**src/hw/rtl/vertex_transform_4x4_defines.svh**
```systemverilog
// ----------------------------------------------------------------------------
// vertex_transform_4x4 assertion macros
// Concurrent checks on the clock; both forms are held off while reset is high.
// ----------------------------------------------------------------------------
`ifndef VERTEX_TRANSFORM_4X4_DEFINES_SVH
`define VERTEX_TRANSFORM_4X4_DEFINES_SVH

`ifndef NO_ASSERTIONS
`define VT4_ASSERT_SAME(lbl, ante, cons, msg) \
   lbl: assert property (@(posedge clock) disable iff (reset) (ante) |-> (cons)) else $error(msg);
`define VT4_ASSERT_NEXT(lbl, ante, cons, msg) \
   lbl: assert property (@(posedge clock) disable iff (reset) (ante) |=> (cons)) else $error(msg);
`else
`define VT4_ASSERT_SAME(lbl, ante, cons, msg)
`define VT4_ASSERT_NEXT(lbl, ante, cons, msg)
`endif

`endif

```
**src/hw/rtl/vt4_pkg.sv**
```systemverilog
// ----------------------------------------------------------------------------
// vt4_pkg
// Types, constants and binary32 stage functions for the vertex transform.
// ----------------------------------------------------------------------------
package vt4_pkg;

   localparam int WORD_W     = 32;
   localparam int CSR_W      = 64;
   localparam int REG_COUNT  = 8;
   localparam int REG_IDX_W  = 3;
   localparam int SIG_W      = 58;
   localparam int ALN_W      = 56;
   localparam int MUL_STAGES = 3;
   localparam int ADD_STAGES = 4;
   localparam int STAGES     = MUL_STAGES + 3 * ADD_STAGES;

   localparam logic [31:0] QNAN_BITS = 32'h7FC0_0000;
   localparam logic [30:0] INF_MAG   = 31'h7F80_0000;

   localparam logic [REG_IDX_W-1:0] REG_ROW0_COLS01 = 3'd0;
   localparam logic [REG_IDX_W-1:0] REG_ROW0_COLS23 = 3'd1;
   localparam logic [REG_IDX_W-1:0] REG_ROW1_COLS01 = 3'd2;
   localparam logic [REG_IDX_W-1:0] REG_ROW1_COLS23 = 3'd3;
   localparam logic [REG_IDX_W-1:0] REG_ROW2_COLS01 = 3'd4;
   localparam logic [REG_IDX_W-1:0] REG_ROW2_COLS23 = 3'd5;
   localparam logic [REG_IDX_W-1:0] REG_ROW3_COLS01 = 3'd6;
   localparam logic [REG_IDX_W-1:0] REG_ROW3_COLS23 = 3'd7;

   localparam logic [CSR_W-1:0] ONE_LO = 64'h0000_0000_3F80_0000;
   localparam logic [CSR_W-1:0] ONE_HI = 64'h3F80_0000_0000_0000;

   // unrounded value: sig * 2^scale, or a finished special result
   typedef struct packed {
      logic               sign;
      logic               spec;
      logic [31:0]        spec_val;
      logic signed [9:0]  scale;
      logic [SIG_W-1:0]   sig;
   } unr_type;

   // normalized: msb of n at the top, e is the biased exponent before rounding
   typedef struct packed {
      logic               sign;
      logic               spec;
      logic [31:0]        spec_val;
      logic signed [9:0]  e;
      logic [SIG_W-1:0]   n;
   } nrm_type;

   typedef struct packed {
      logic               sign;
      logic               sub;
      logic               spec;
      logic [31:0]        spec_val;
      logic signed [9:0]  scale;
      logic [ALN_W-1:0]   big;
      logic [ALN_W-1:0]   small_op;
   } aln_type;

   function automatic logic is_nan(logic [31:0] a);
      return (a[30:23] == 8'hFF) && (a[22:0] != 23'd0);
   endfunction

   function automatic logic [CSR_W-1:0] reset_val(logic [REG_IDX_W-1:0] idx);
      logic [CSR_W-1:0] v;
      case (idx)
         REG_ROW0_COLS01: v = ONE_LO;
         REG_ROW1_COLS01: v = ONE_HI;
         REG_ROW2_COLS23: v = ONE_LO;
         REG_ROW3_COLS23: v = ONE_HI;
         default:         v = '0;
      endcase
      return v;
   endfunction

   function automatic unr_type fmul_pre(logic [31:0] a, logic [31:0] b);
      unr_type           r;
      logic              za, zb, ia, ib, s;
      logic signed [9:0] xa, xb;
      logic [23:0]       ma, mb;
      logic [47:0]       prod;
      s  = a[31] ^ b[31];
      za = (a[30:0] == 31'd0);
      zb = (b[30:0] == 31'd0);
      ia = (a[30:0] == INF_MAG);
      ib = (b[30:0] == INF_MAG);
      xa = (a[30:23] == 8'd0) ? 10'sd1 : signed'({2'b00, a[30:23]});
      xb = (b[30:23] == 8'd0) ? 10'sd1 : signed'({2'b00, b[30:23]});
      ma = {(a[30:23] != 8'd0), a[22:0]};
      mb = {(b[30:23] != 8'd0), b[22:0]};
      prod = 48'(ma) * 48'(mb);
      r.sign     = s;
      r.scale    = xa + xb - 10'sd300;
      r.sig      = {10'd0, prod};
      r.spec     = 1'b1;
      r.spec_val = '0;
      if (is_nan(a) || is_nan(b)) begin
         r.spec_val = QNAN_BITS;
      end else if ((ia && zb) || (ib && za)) begin
         r.spec_val = QNAN_BITS;
      end else if (ia || ib) begin
         r.spec_val = {s, INF_MAG};
      end else if (za || zb) begin
         r.spec_val = {s, 31'd0};
      end else begin
         r.spec = 1'b0;
      end
      return r;
   endfunction

   function automatic aln_type fadd_align(logic [31:0] a, logic [31:0] b);
      aln_type          r;
      logic             ia, ib, za, zb, swap;
      logic [7:0]       xa, xb, xbig, xsml, diff;
      logic [23:0]      ma, mb, mbig, msml;
      logic [ALN_W-1:0] sm;
      ia = (a[30:0] == INF_MAG);
      ib = (b[30:0] == INF_MAG);
      za = (a[30:0] == 31'd0);
      zb = (b[30:0] == 31'd0);
      xa = (a[30:23] == 8'd0) ? 8'd1 : a[30:23];
      xb = (b[30:23] == 8'd0) ? 8'd1 : b[30:23];
      ma = {(a[30:23] != 8'd0), a[22:0]};
      mb = {(b[30:23] != 8'd0), b[22:0]};
      swap = (xa < xb) || ((xa == xb) && (ma < mb));
      xbig = swap ? xb : xa;
      xsml = swap ? xa : xb;
      mbig = swap ? mb : ma;
      msml = swap ? ma : mb;
      diff = xbig - xsml;
      sm   = {msml, 32'd0};
      r.sign     = swap ? b[31] : a[31];
      r.sub      = a[31] ^ b[31];
      r.scale    = signed'({2'b00, xbig}) - 10'sd182;
      r.big      = {mbig, 32'd0};
      r.small_op = (sm >> diff) | ALN_W'(|(sm & ~({ALN_W{1'b1}} << diff)));
      r.spec     = 1'b1;
      r.spec_val = '0;
      if (is_nan(a) || is_nan(b)) begin
         r.spec_val = QNAN_BITS;
      end else if (ia && ib) begin
         r.spec_val = (a[31] != b[31]) ? QNAN_BITS : a;
      end else if (ia) begin
         r.spec_val = a;
      end else if (ib) begin
         r.spec_val = b;
      end else if (za && zb) begin
         r.spec_val = {a[31] & b[31], 31'd0};
      end else if (za) begin
         r.spec_val = b;
      end else if (zb) begin
         r.spec_val = a;
      end else begin
         r.spec = 1'b0;
      end
      return r;
   endfunction

   function automatic unr_type fadd_sum(aln_type x);
      unr_type      r;
      logic [56:0]  s;
      s = x.sub ? ({1'b0, x.big} - {1'b0, x.small_op}) : ({1'b0, x.big} + {1'b0, x.small_op});
      r.sign     = x.sign;
      r.scale    = x.scale;
      r.sig      = {1'b0, s};
      r.spec     = x.spec;
      r.spec_val = x.spec_val;
      // exact cancellation gives +0
      if (!x.spec && x.sub && (s == 57'd0)) begin
         r.spec     = 1'b1;
         r.spec_val = '0;
      end
      return r;
   endfunction

   function automatic nrm_type normalize(unr_type u);
      nrm_type    r;
      logic [5:0] lz;
      lz = '0;
      for (int i = 0; i < SIG_W; i++) begin
         if (u.sig[i]) lz = 6'(SIG_W - 1 - i);
      end
      r.sign     = u.sign;
      r.spec     = u.spec;
      r.spec_val = u.spec_val;
      r.n        = u.sig << lz;
      r.e        = 10'(SIG_W - 1 + 127) - signed'({4'd0, lz}) + u.scale;
      return r;
   endfunction

   function automatic logic [31:0] round_pack(nrm_type x);
      logic [5:0]       sh;
      logic [SIG_W-1:0] m;
      logic             lost, rb, st, up;
      logic [23:0]      keep;
      logic [24:0]      k25;
      logic [31:0]      bits, res;
      sh = '0;
      if (x.e < 10'sd1) begin
         sh = (x.e < -10'sd61) ? 6'd63 : 6'(10'sd1 - x.e);
      end
      m    = x.n >> sh;
      lost = |(x.n & ~({SIG_W{1'b1}} << sh));
      keep = m[SIG_W-1 -: 24];
      rb   = m[SIG_W-25];
      st   = (|m[SIG_W-26:0]) | lost;
      up   = rb & (st | keep[0]);
      k25  = {1'b0, keep} + 25'(up);
      if (x.e < 10'sd1) begin
         bits = {7'd0, k25};
      end else begin
         bits = ((32'(x.e[7:0]) - 32'd1) << 23) + 32'(k25);
      end
      if (x.spec) begin
         res = x.spec_val;
      end else if ((x.e >= 10'sd255) || (bits >= {1'b0, INF_MAG})) begin
         res = {x.sign, INF_MAG};
      end else begin
         res = {x.sign, bits[30:0]};
      end
      return res;
   endfunction

endpackage

```
**src/hw/rtl/vt4_fmul.sv**
```systemverilog
// ----------------------------------------------------------------------------
// vt4_fmul
// Three-stage binary32 multiplier: product, normalize, round.
// ----------------------------------------------------------------------------
module vt4_fmul (
   input  logic                               clock,
   input  logic [vt4_pkg::MUL_STAGES-1:0]     en,
   input  logic [vt4_pkg::WORD_W-1:0]         a,
   input  logic [vt4_pkg::WORD_W-1:0]         b,
   output logic [vt4_pkg::WORD_W-1:0]         y
);
   import vt4_pkg::*;

   unr_type     prod_ff;
   nrm_type     nrm_ff;
   logic [31:0] y_ff;

   always_ff @(posedge clock) begin
      if (en[0]) prod_ff <= fmul_pre(a, b);
      if (en[1]) nrm_ff  <= normalize(prod_ff);
      if (en[2]) y_ff    <= round_pack(nrm_ff);
   end

   assign y = y_ff;
endmodule

```
**config.mk**
```make
export PLATFORM = sky130hd
export DESIGN_NAME = vt4_fmul
export DESIGN_NICKNAME = d
export VERILOG_FILES = /design/src/hw/rtl/vertex_transform_4x4_defines.svh /design/src/hw/rtl/vt4_pkg.sv /design/src/hw/rtl/vt4_fmul.sv
export SDC_FILE = /design/constraint.sdc
export NUM_CORES = 2
export LEC_CHECK = 0
export BUFFER_PORTS_ARGS = -buffer_cell sky130_fd_sc_hd__clkbuf_2
export CORE_MARGIN = 10
export CORE_UTILIZATION = 35
export CTS_CLUSTER_SIZE = 10
export DETAILED_ROUTE_END_ITERATION = 8
export HOLD_SLACK_MARGIN = 0.08
export PLACE_DENSITY = 0.53
export SYNTH_ARGS = -nofsm -noshare
export SYNTH_HDL_FRONTEND = slang
export SYNTH_SLANG_ARGS = --single-unit
```
**constraint.sdc**
```tcl
create_clock -name clock -period 10.2 [get_ports clock]
set_clock_uncertainty 0.15 [all_clocks]
set_input_delay 0.51 -clock clock [delete_from_list [all_inputs] [get_ports clock]]
set_output_delay 0.51 -clock clock [all_outputs]
set_load 0.05 [all_outputs]
```
# --- Yosys cells after proc, flatten, opt, wreduce, memory -nomap -nowiden ---
# Index checks and enable logic that the tools add are counted.
classes:
  n_addsub: 8
  multipliers: 1
  reduce_logical: 21
  muxes: 61
  n_bitwise: 6
  eq_ne: 4
  shifts: 3
  n_lt_le_gt_ge: 4
op_table:
  columns: ["op", "n"]
  rows:
  - ["2-to-1 mux 6 bit", 52]
  - ["2-to-1 mux 32 bit", 5]
  - ["== test 31 bit (second input constant)", 2]
  - ["zero test 31 bit", 2]
  - ["AND 58 bit", 1]
  - ["NOT 58 bit", 1]
  - ["OR reduction 58 bit", 1]
  - ["left shift 48 x 6 -> 58 bit", 1]
  - ["left shift 58 x 6 -> 58 bit (first input constant)", 1]
  - ["right shift 58 x 6 -> 58 bit", 1]
  - ["multiplier 24 x 24 -> 48 bit", 1]
  - ["nonzero test 23 bit", 2]
  - ["OR reduction 33 bit", 1]
  - ["adder 32 x 25 -> 32 bit", 1]
  - [">= comparator 32 x 31 -> 1 bit (second input constant)", 1]
  - ["2-to-1 mux 31 bit", 1]
  - ["adder 24 x 1 -> 25 bit", 1]
  - ["== test 8 bit (second input constant)", 2]
  - ["zero test 8 bit", 2]
  - ["2-to-1 mux 8 bit", 2]
  - ["nonzero test 8 bit", 2]
  - ["adder 9 x 10 -> 10 bit", 1]
  - [">= comparator 10 x 9 -> 1 bit (second input constant)", 1]
  - ["< comparator 10 x 2 -> 1 bit (second input constant)", 1]
  - ["14 further kinds", 22]
word_totals:
  in_bits: 68
  elab_cells: 120
  ff_bits: 226
  output_inout_bits: 32

# --- Longest topological paths before layout ---
logic_depth:
  depth_word: 51
  ltp_mapped: 31
  depth_no_buf: 27

# --- Least setup slack after synthesis ---
# No wires, ideal clock.
synth_timing:
  kind: "input to register"
  from: "input port b[6] in the netlist's numbering"
  to: "register prod_ff[47] in the netlist's numbering (data pin)"
  setup_ns: 0.260
  path_buffers: 2
  stages: 26
  arrival_ns: 7.048
  t_required_ns: 9.790
  path_slack_ns: 2.743
  path_cell_list: "clkbuf_1 -> clkbuf_1 -> nand2_1 -> fa_1 -> inv_1 -> fa_1 -> fa_1 -> fa_1 -> fa_1 -> inv_1 -> fa_1 -> inv_1 -> fa_1 -> ha_1 -> and3_1 -> a221o_1 -> nor3_1 -> o22ai_1 -> o2111ai_1 -> a41oi_1 -> o21ai_0 -> a31o_2 -> a21oi_1 -> a211o_1 -> a21oi_1 -> xnor2_1"
synth_via:
  elab_chain_cells: 1
synth_lines:
  columns: ["element", "line", "rtl"]
  rows:
  - ["start: declaration", "vt4_fmul.sv:9", "input logic [vt4_pkg::WORD_W-1:0] b,"]
  - ["multiplier 24 x 24 -> 48 bit", "vt4_pkg.sv:91", "prod = 48'(ma) * 48'(mb);"]
  - ["end signal: assignment", "vt4_fmul.sv:19", "if (en[0]) prod_ff <= fmul_pre(a, b);"]
  - ["end: declaration", "vt4_fmul.sv:14", "unr_type prod_ff;"]
# Every way passes these cells.
# A chain may end at the register's enable or synchronous reset.

# --- Worst setup path in the final report ---
layout_timing:
  from: "register nrm_ff[58] in the netlist's numbering"
  to: "register y_ff[21] (netlist: y[21]) (data pin)"
layout_via:
  elab_chain_cells: 19
  elab_cells_between_ends: 25
  cone_classes: "add/sub: 4; order compare: 4; shift: 2; mux: 7; bitwise: 5; reduce/logical: 3"
layout_lines:
  columns: ["element", "line", "rtl"]
  rows:
  - ["start: declaration", "vt4_fmul.sv:15", "nrm_type nrm_ff;"]
  - ["start signal: assignment", "vt4_fmul.sv:20", "if (en[1]) nrm_ff <= normalize(prod_ff);"]
  - ["< comparator 10 x 7 -> 1 bit / subtractor 2 x 6 -> 6 bit (equally long branches)", "vt4_pkg.sv:200", "sh = (x.e < -10'sd61) ? 6'd63 : 6'(10'sd1 - x.e);"]
  - ["2-to-1 mux 6 bit", "vt4_pkg.sv:200", null]
  - ["2-to-1 mux 6 bit", "vt4_pkg.sv:199", "if (x.e < 10'sd1) begin"]
  - ["2-to-1 mux 6 bit", "vt4_fmul.sv:21", "if (en[2]) y_ff <= round_pack(nrm_ff);"]
  - ["left shift 58 x 6 -> 58 bit", "vt4_pkg.sv:203", "lost = |(x.n & ~({SIG_W{1'b1}} << sh));"]
  - ["NOT 58 bit", "vt4_pkg.sv:203", null]
  - ["AND 58 bit", "vt4_pkg.sv:203", null]
  - ["OR reduction 58 bit", "vt4_pkg.sv:203", null]
  - ["[... 3 more ...]", null, null]
  - ["adder 24 x 1 -> 25 bit", "vt4_pkg.sv:208", "k25 = {1'b0, keep} + 25'(up);"]
  - ["adder 32 x 25 -> 32 bit", "vt4_pkg.sv:212", "bits = ((32'(x.e[7:0]) - 32'd1) << 23) + 32'(k25);"]
  - ["2-to-1 mux 32 bit", "vt4_pkg.sv:209", "if (x.e < 10'sd1) begin"]
  - ["2-to-1 mux 32 bit", "vt4_fmul.sv:21", null]
  - [">= comparator 32 x 31 -> 1 bit", "vt4_pkg.sv:216", "end else if ((x.e >= 10'sd255) || (bits >= {1'b0, INF_MAG})) begin"]
  - ["logical OR 1 bit", "vt4_pkg.sv:216", null]
  - ["2-to-1 mux 31 bit *", "vt4_pkg.sv:216", null]
  - ["2-to-1 mux 32 bit *", "vt4_pkg.sv:214", "if (x.spec) begin"]
  - ["end signal: assignment", "vt4_fmul.sv:21", null]
  - ["end: declaration", "vt4_fmul.sv:16", "logic [31:0] y_ff;"]
# Every way passes the cells marked *; elsewhere a longest branch is shown, timed or not. The select of a mux whose other input is x is not followed.

==> flow_summary.json <==
{
  "synth.avg_cell_area_um2": 8.71,
  "synth_top_family_by_area": "adder cells",
  "slew_headroom": 0.211,
  "clock_path_buffers": 2,
  "worstSetupPathType": "reg -> reg",
  "path_clk_slew_ps": 70,
  "antennaDiodeCount": 0,
  "ant_nets": 0,
  "clk_latency_ps": 460,
  "cts_setup_buffers": 0,
  "finalCritPeriodShare": 0.862,
  "syn2layout_area_growth_pct": 6.44,
  "synthDistinctLibCells": 98,
  "dpl.hpwl_um": 83600,
  "die_height_um": 331,
  "vias": 28100,
  "worst_setup_path_end_kind": "flip-flop",
  "drc": 0,
  "yosys.area_share.adder": 0.361,
  "port_buffers": 99,
  "multi_input_area_um2": 26000,
  "synthCells": 3899,
  "dieArea_um2": 110000,
  "synth-simple-area-share": 0.178,
  "fillers": 10000,
  "grt_max_degree": 74,
  "synth_most_common_cell": "nand2_1",
  "status": "finished clean",
  "ys.flop_type": "edfxtp_1",
  "synth_xor_area_frac": 0.0245,
  "synth.area.mux_share": 0.0618,
  "ys_seq_elements": 168,
  "place_congestion": 0.928,
  "dp.cells": 5096,
  "cts.htree.levels": 4,
  "synth_common_cells": "603 x nand2_1, 549 x inv_1, 485 x fa_1",
  "worstPathRequired_ps": 10260,
  "grt_first_pass_wirelength_um": 169000,
  "max_cap_violations": 0,
  "cp_max_fo": 36,
  "synth-compound-area-share": 0.136,
  "gr-total-overflow": 0,
  "cts_tree": "built",
  "routedWlPerCell_um": 21.0,
  "drt_iter0_drc": 2586,
  "synthArstFlopShare": 0,
  "stdcell_count": 5128,
  "holdBufCountCts": 0,
  "drt-total-wl_um": 108000,
  "drt_first_pass_iters": 6,
  "maxSlewViolCount": 0,
  "fmax_ghz": 0.114,
  "cts_repair_resize_count": 0,
  "antenna_found_initial": 1,
  "hold_viol": 0,
  "coreArea_um2": 96400,
  "grt_use_total": 0.191,
  "clock-root-buffer": "clkbuf_16",
  "finalSetupViolCount": 0,
  "crit_arrival_ps": 8850,
  "fin_nets": 4596,
  "die_w_um": 331,
  "cts_made_buffers": 17,
  "seq_area_frac_synth": 0.149,
  "worst-slew-pin-transition_ps": 1150,
  "avgViaCountPerCell": 5.49,
  "synth.area.top_cells": "fa_1 29%, edfxtp_1 15%, ha_1 7.5%",
  "rsz0062_at_grt": "no",
  "period_needed_ps": 8790,
  "seq_area_um2": 5040,
  "synth_area_um2": 34000,
  "drive_gt1_frac": 0.0626,
  "synth_top_area_cell": "fa_1",
  "setup_tns_ps": 0,
  "cp-start-kind": "flip-flop",
  "grt_pass1_vias": 28700,
  "hold_path_class": "in -> reg",
  "synth_top_area_frac": 0.286,
  "io_pins": 100,
  "yosysWarnings": 0,
  "clock_sinks": 168,
  "rows": 114,
  "start_util": 0.352,
  "synth-edff-count": 168
}
==> routing by layer <==
layer  vias up  wire length (um)  global-route usage  part of all wire
met5         -                13                   0           0.00012
met4         2              2950              0.0571             0.027
met3       175              6290              0.0233             0.058
met2       980             51200               0.316              0.47
met1     14100             47400               0.258              0.44
li1      12900                 -                   -                 -
==> metrics by stage <==
stage | setup WS [ps] | utilization | cell area (um2) | hold slack [ps]
final | 1410 | 0.375 | 36100 | 241
after global routing | 731 | 0.375 | 36100 | 249
after CTS | 1470 | 0.375 | 36100 | 217
after detailed placement | 1500 | 0.368 | 35500 | 255
after global placement | 1670 | 0.368 | 35500 | 252
after floorplan | 2740 | - | 34000 | 250
==> kinds of logic after synthesis <==
logic type | Yosys count
fa+ha+maj | 689
other cells | 1
mux | 208
compound gates | 675
buf+inv | 782
flops | 168
simple gates | 1282
xor+xnor | 94
==> final timing paths <==
path / startpoint / end / slack, ps / cells after the start
worst max-delay path: nrm_ff[58]$_DFFE_PP_ / y[21]$_SDFFCE_PP0P_ / 1410 / 26
worst min-delay path: a[31] / prod_ff[101]$_DFFE_PP_ / 240 / 2
worst min register to register: prod_ff[100]$_SDFFCE_PP1P_ / nrm_ff[100]$_DFFE_PP_ / 270 / 0
worst max register to register: nrm_ff[58]$_DFFE_PP_ / y[21]$_SDFFCE_PP0P_ / 1410 / 26
==> layout make-up <==
cell class                      instances  share of cell area
Clock inverter                         14             0.00505
Timing Repair Buffer                  145              0.0233
Sequential cell                       168               0.140
Tap cell                             1276              0.0442
Clock buffer                           18              0.0119
Multi-Input combinational cell       2958               0.719
Inverter                              549              0.0570
==> layout by cell type (no fill, tap or decap), types with 33 or more instances in the layout <==
cell type / count
a21oi_1: 177
nand2_1: 603
a21o_1: 33
a22oi_1: 45
nand3_1: 57
nor2_1: 181
o21ai_0: 105
nor3_1: 62
edfxtp_1: 168
buf_4: 46
clkbuf_2: 97
mux2i_1: 196
fa_1: 485
xnor2_1: 68
ha_1: 204
a211oi_1: 37
and2_1: 227
inv_1: 549
==> flip-flops by register name (all words and copies together), names as in the netlist <==
name / flops
nrm_ff: 73
prod_ff: 63
y: 32
==> critical path, cell delays in order, from the launching register on <==
cell and delay (ps):
edfxtp_1 590, inv_1 310, ha_1 280, nor4b_4 420
a21oi_2 220, buf_4 290, o21ai_4 770, nor2_1 430
a211o_1 450, or2_1 260, nand3_1 110, nor4b_2 440
nor2b_1 340, nand4b_1 190, xnor2_1 290, ha_1 220
inv_1 60, fa_1 470, or4_1 580, or2_2 340
inv_1 60, nand4_1 80, o41ai_1 110, a211oi_1 140
o21bai_1 390, nor2_1 310, and3_1 240
Power is left out: the tool's default activity adds up to more than one toggle a clock period on the data nets, which glitch-free logic cannot reach.
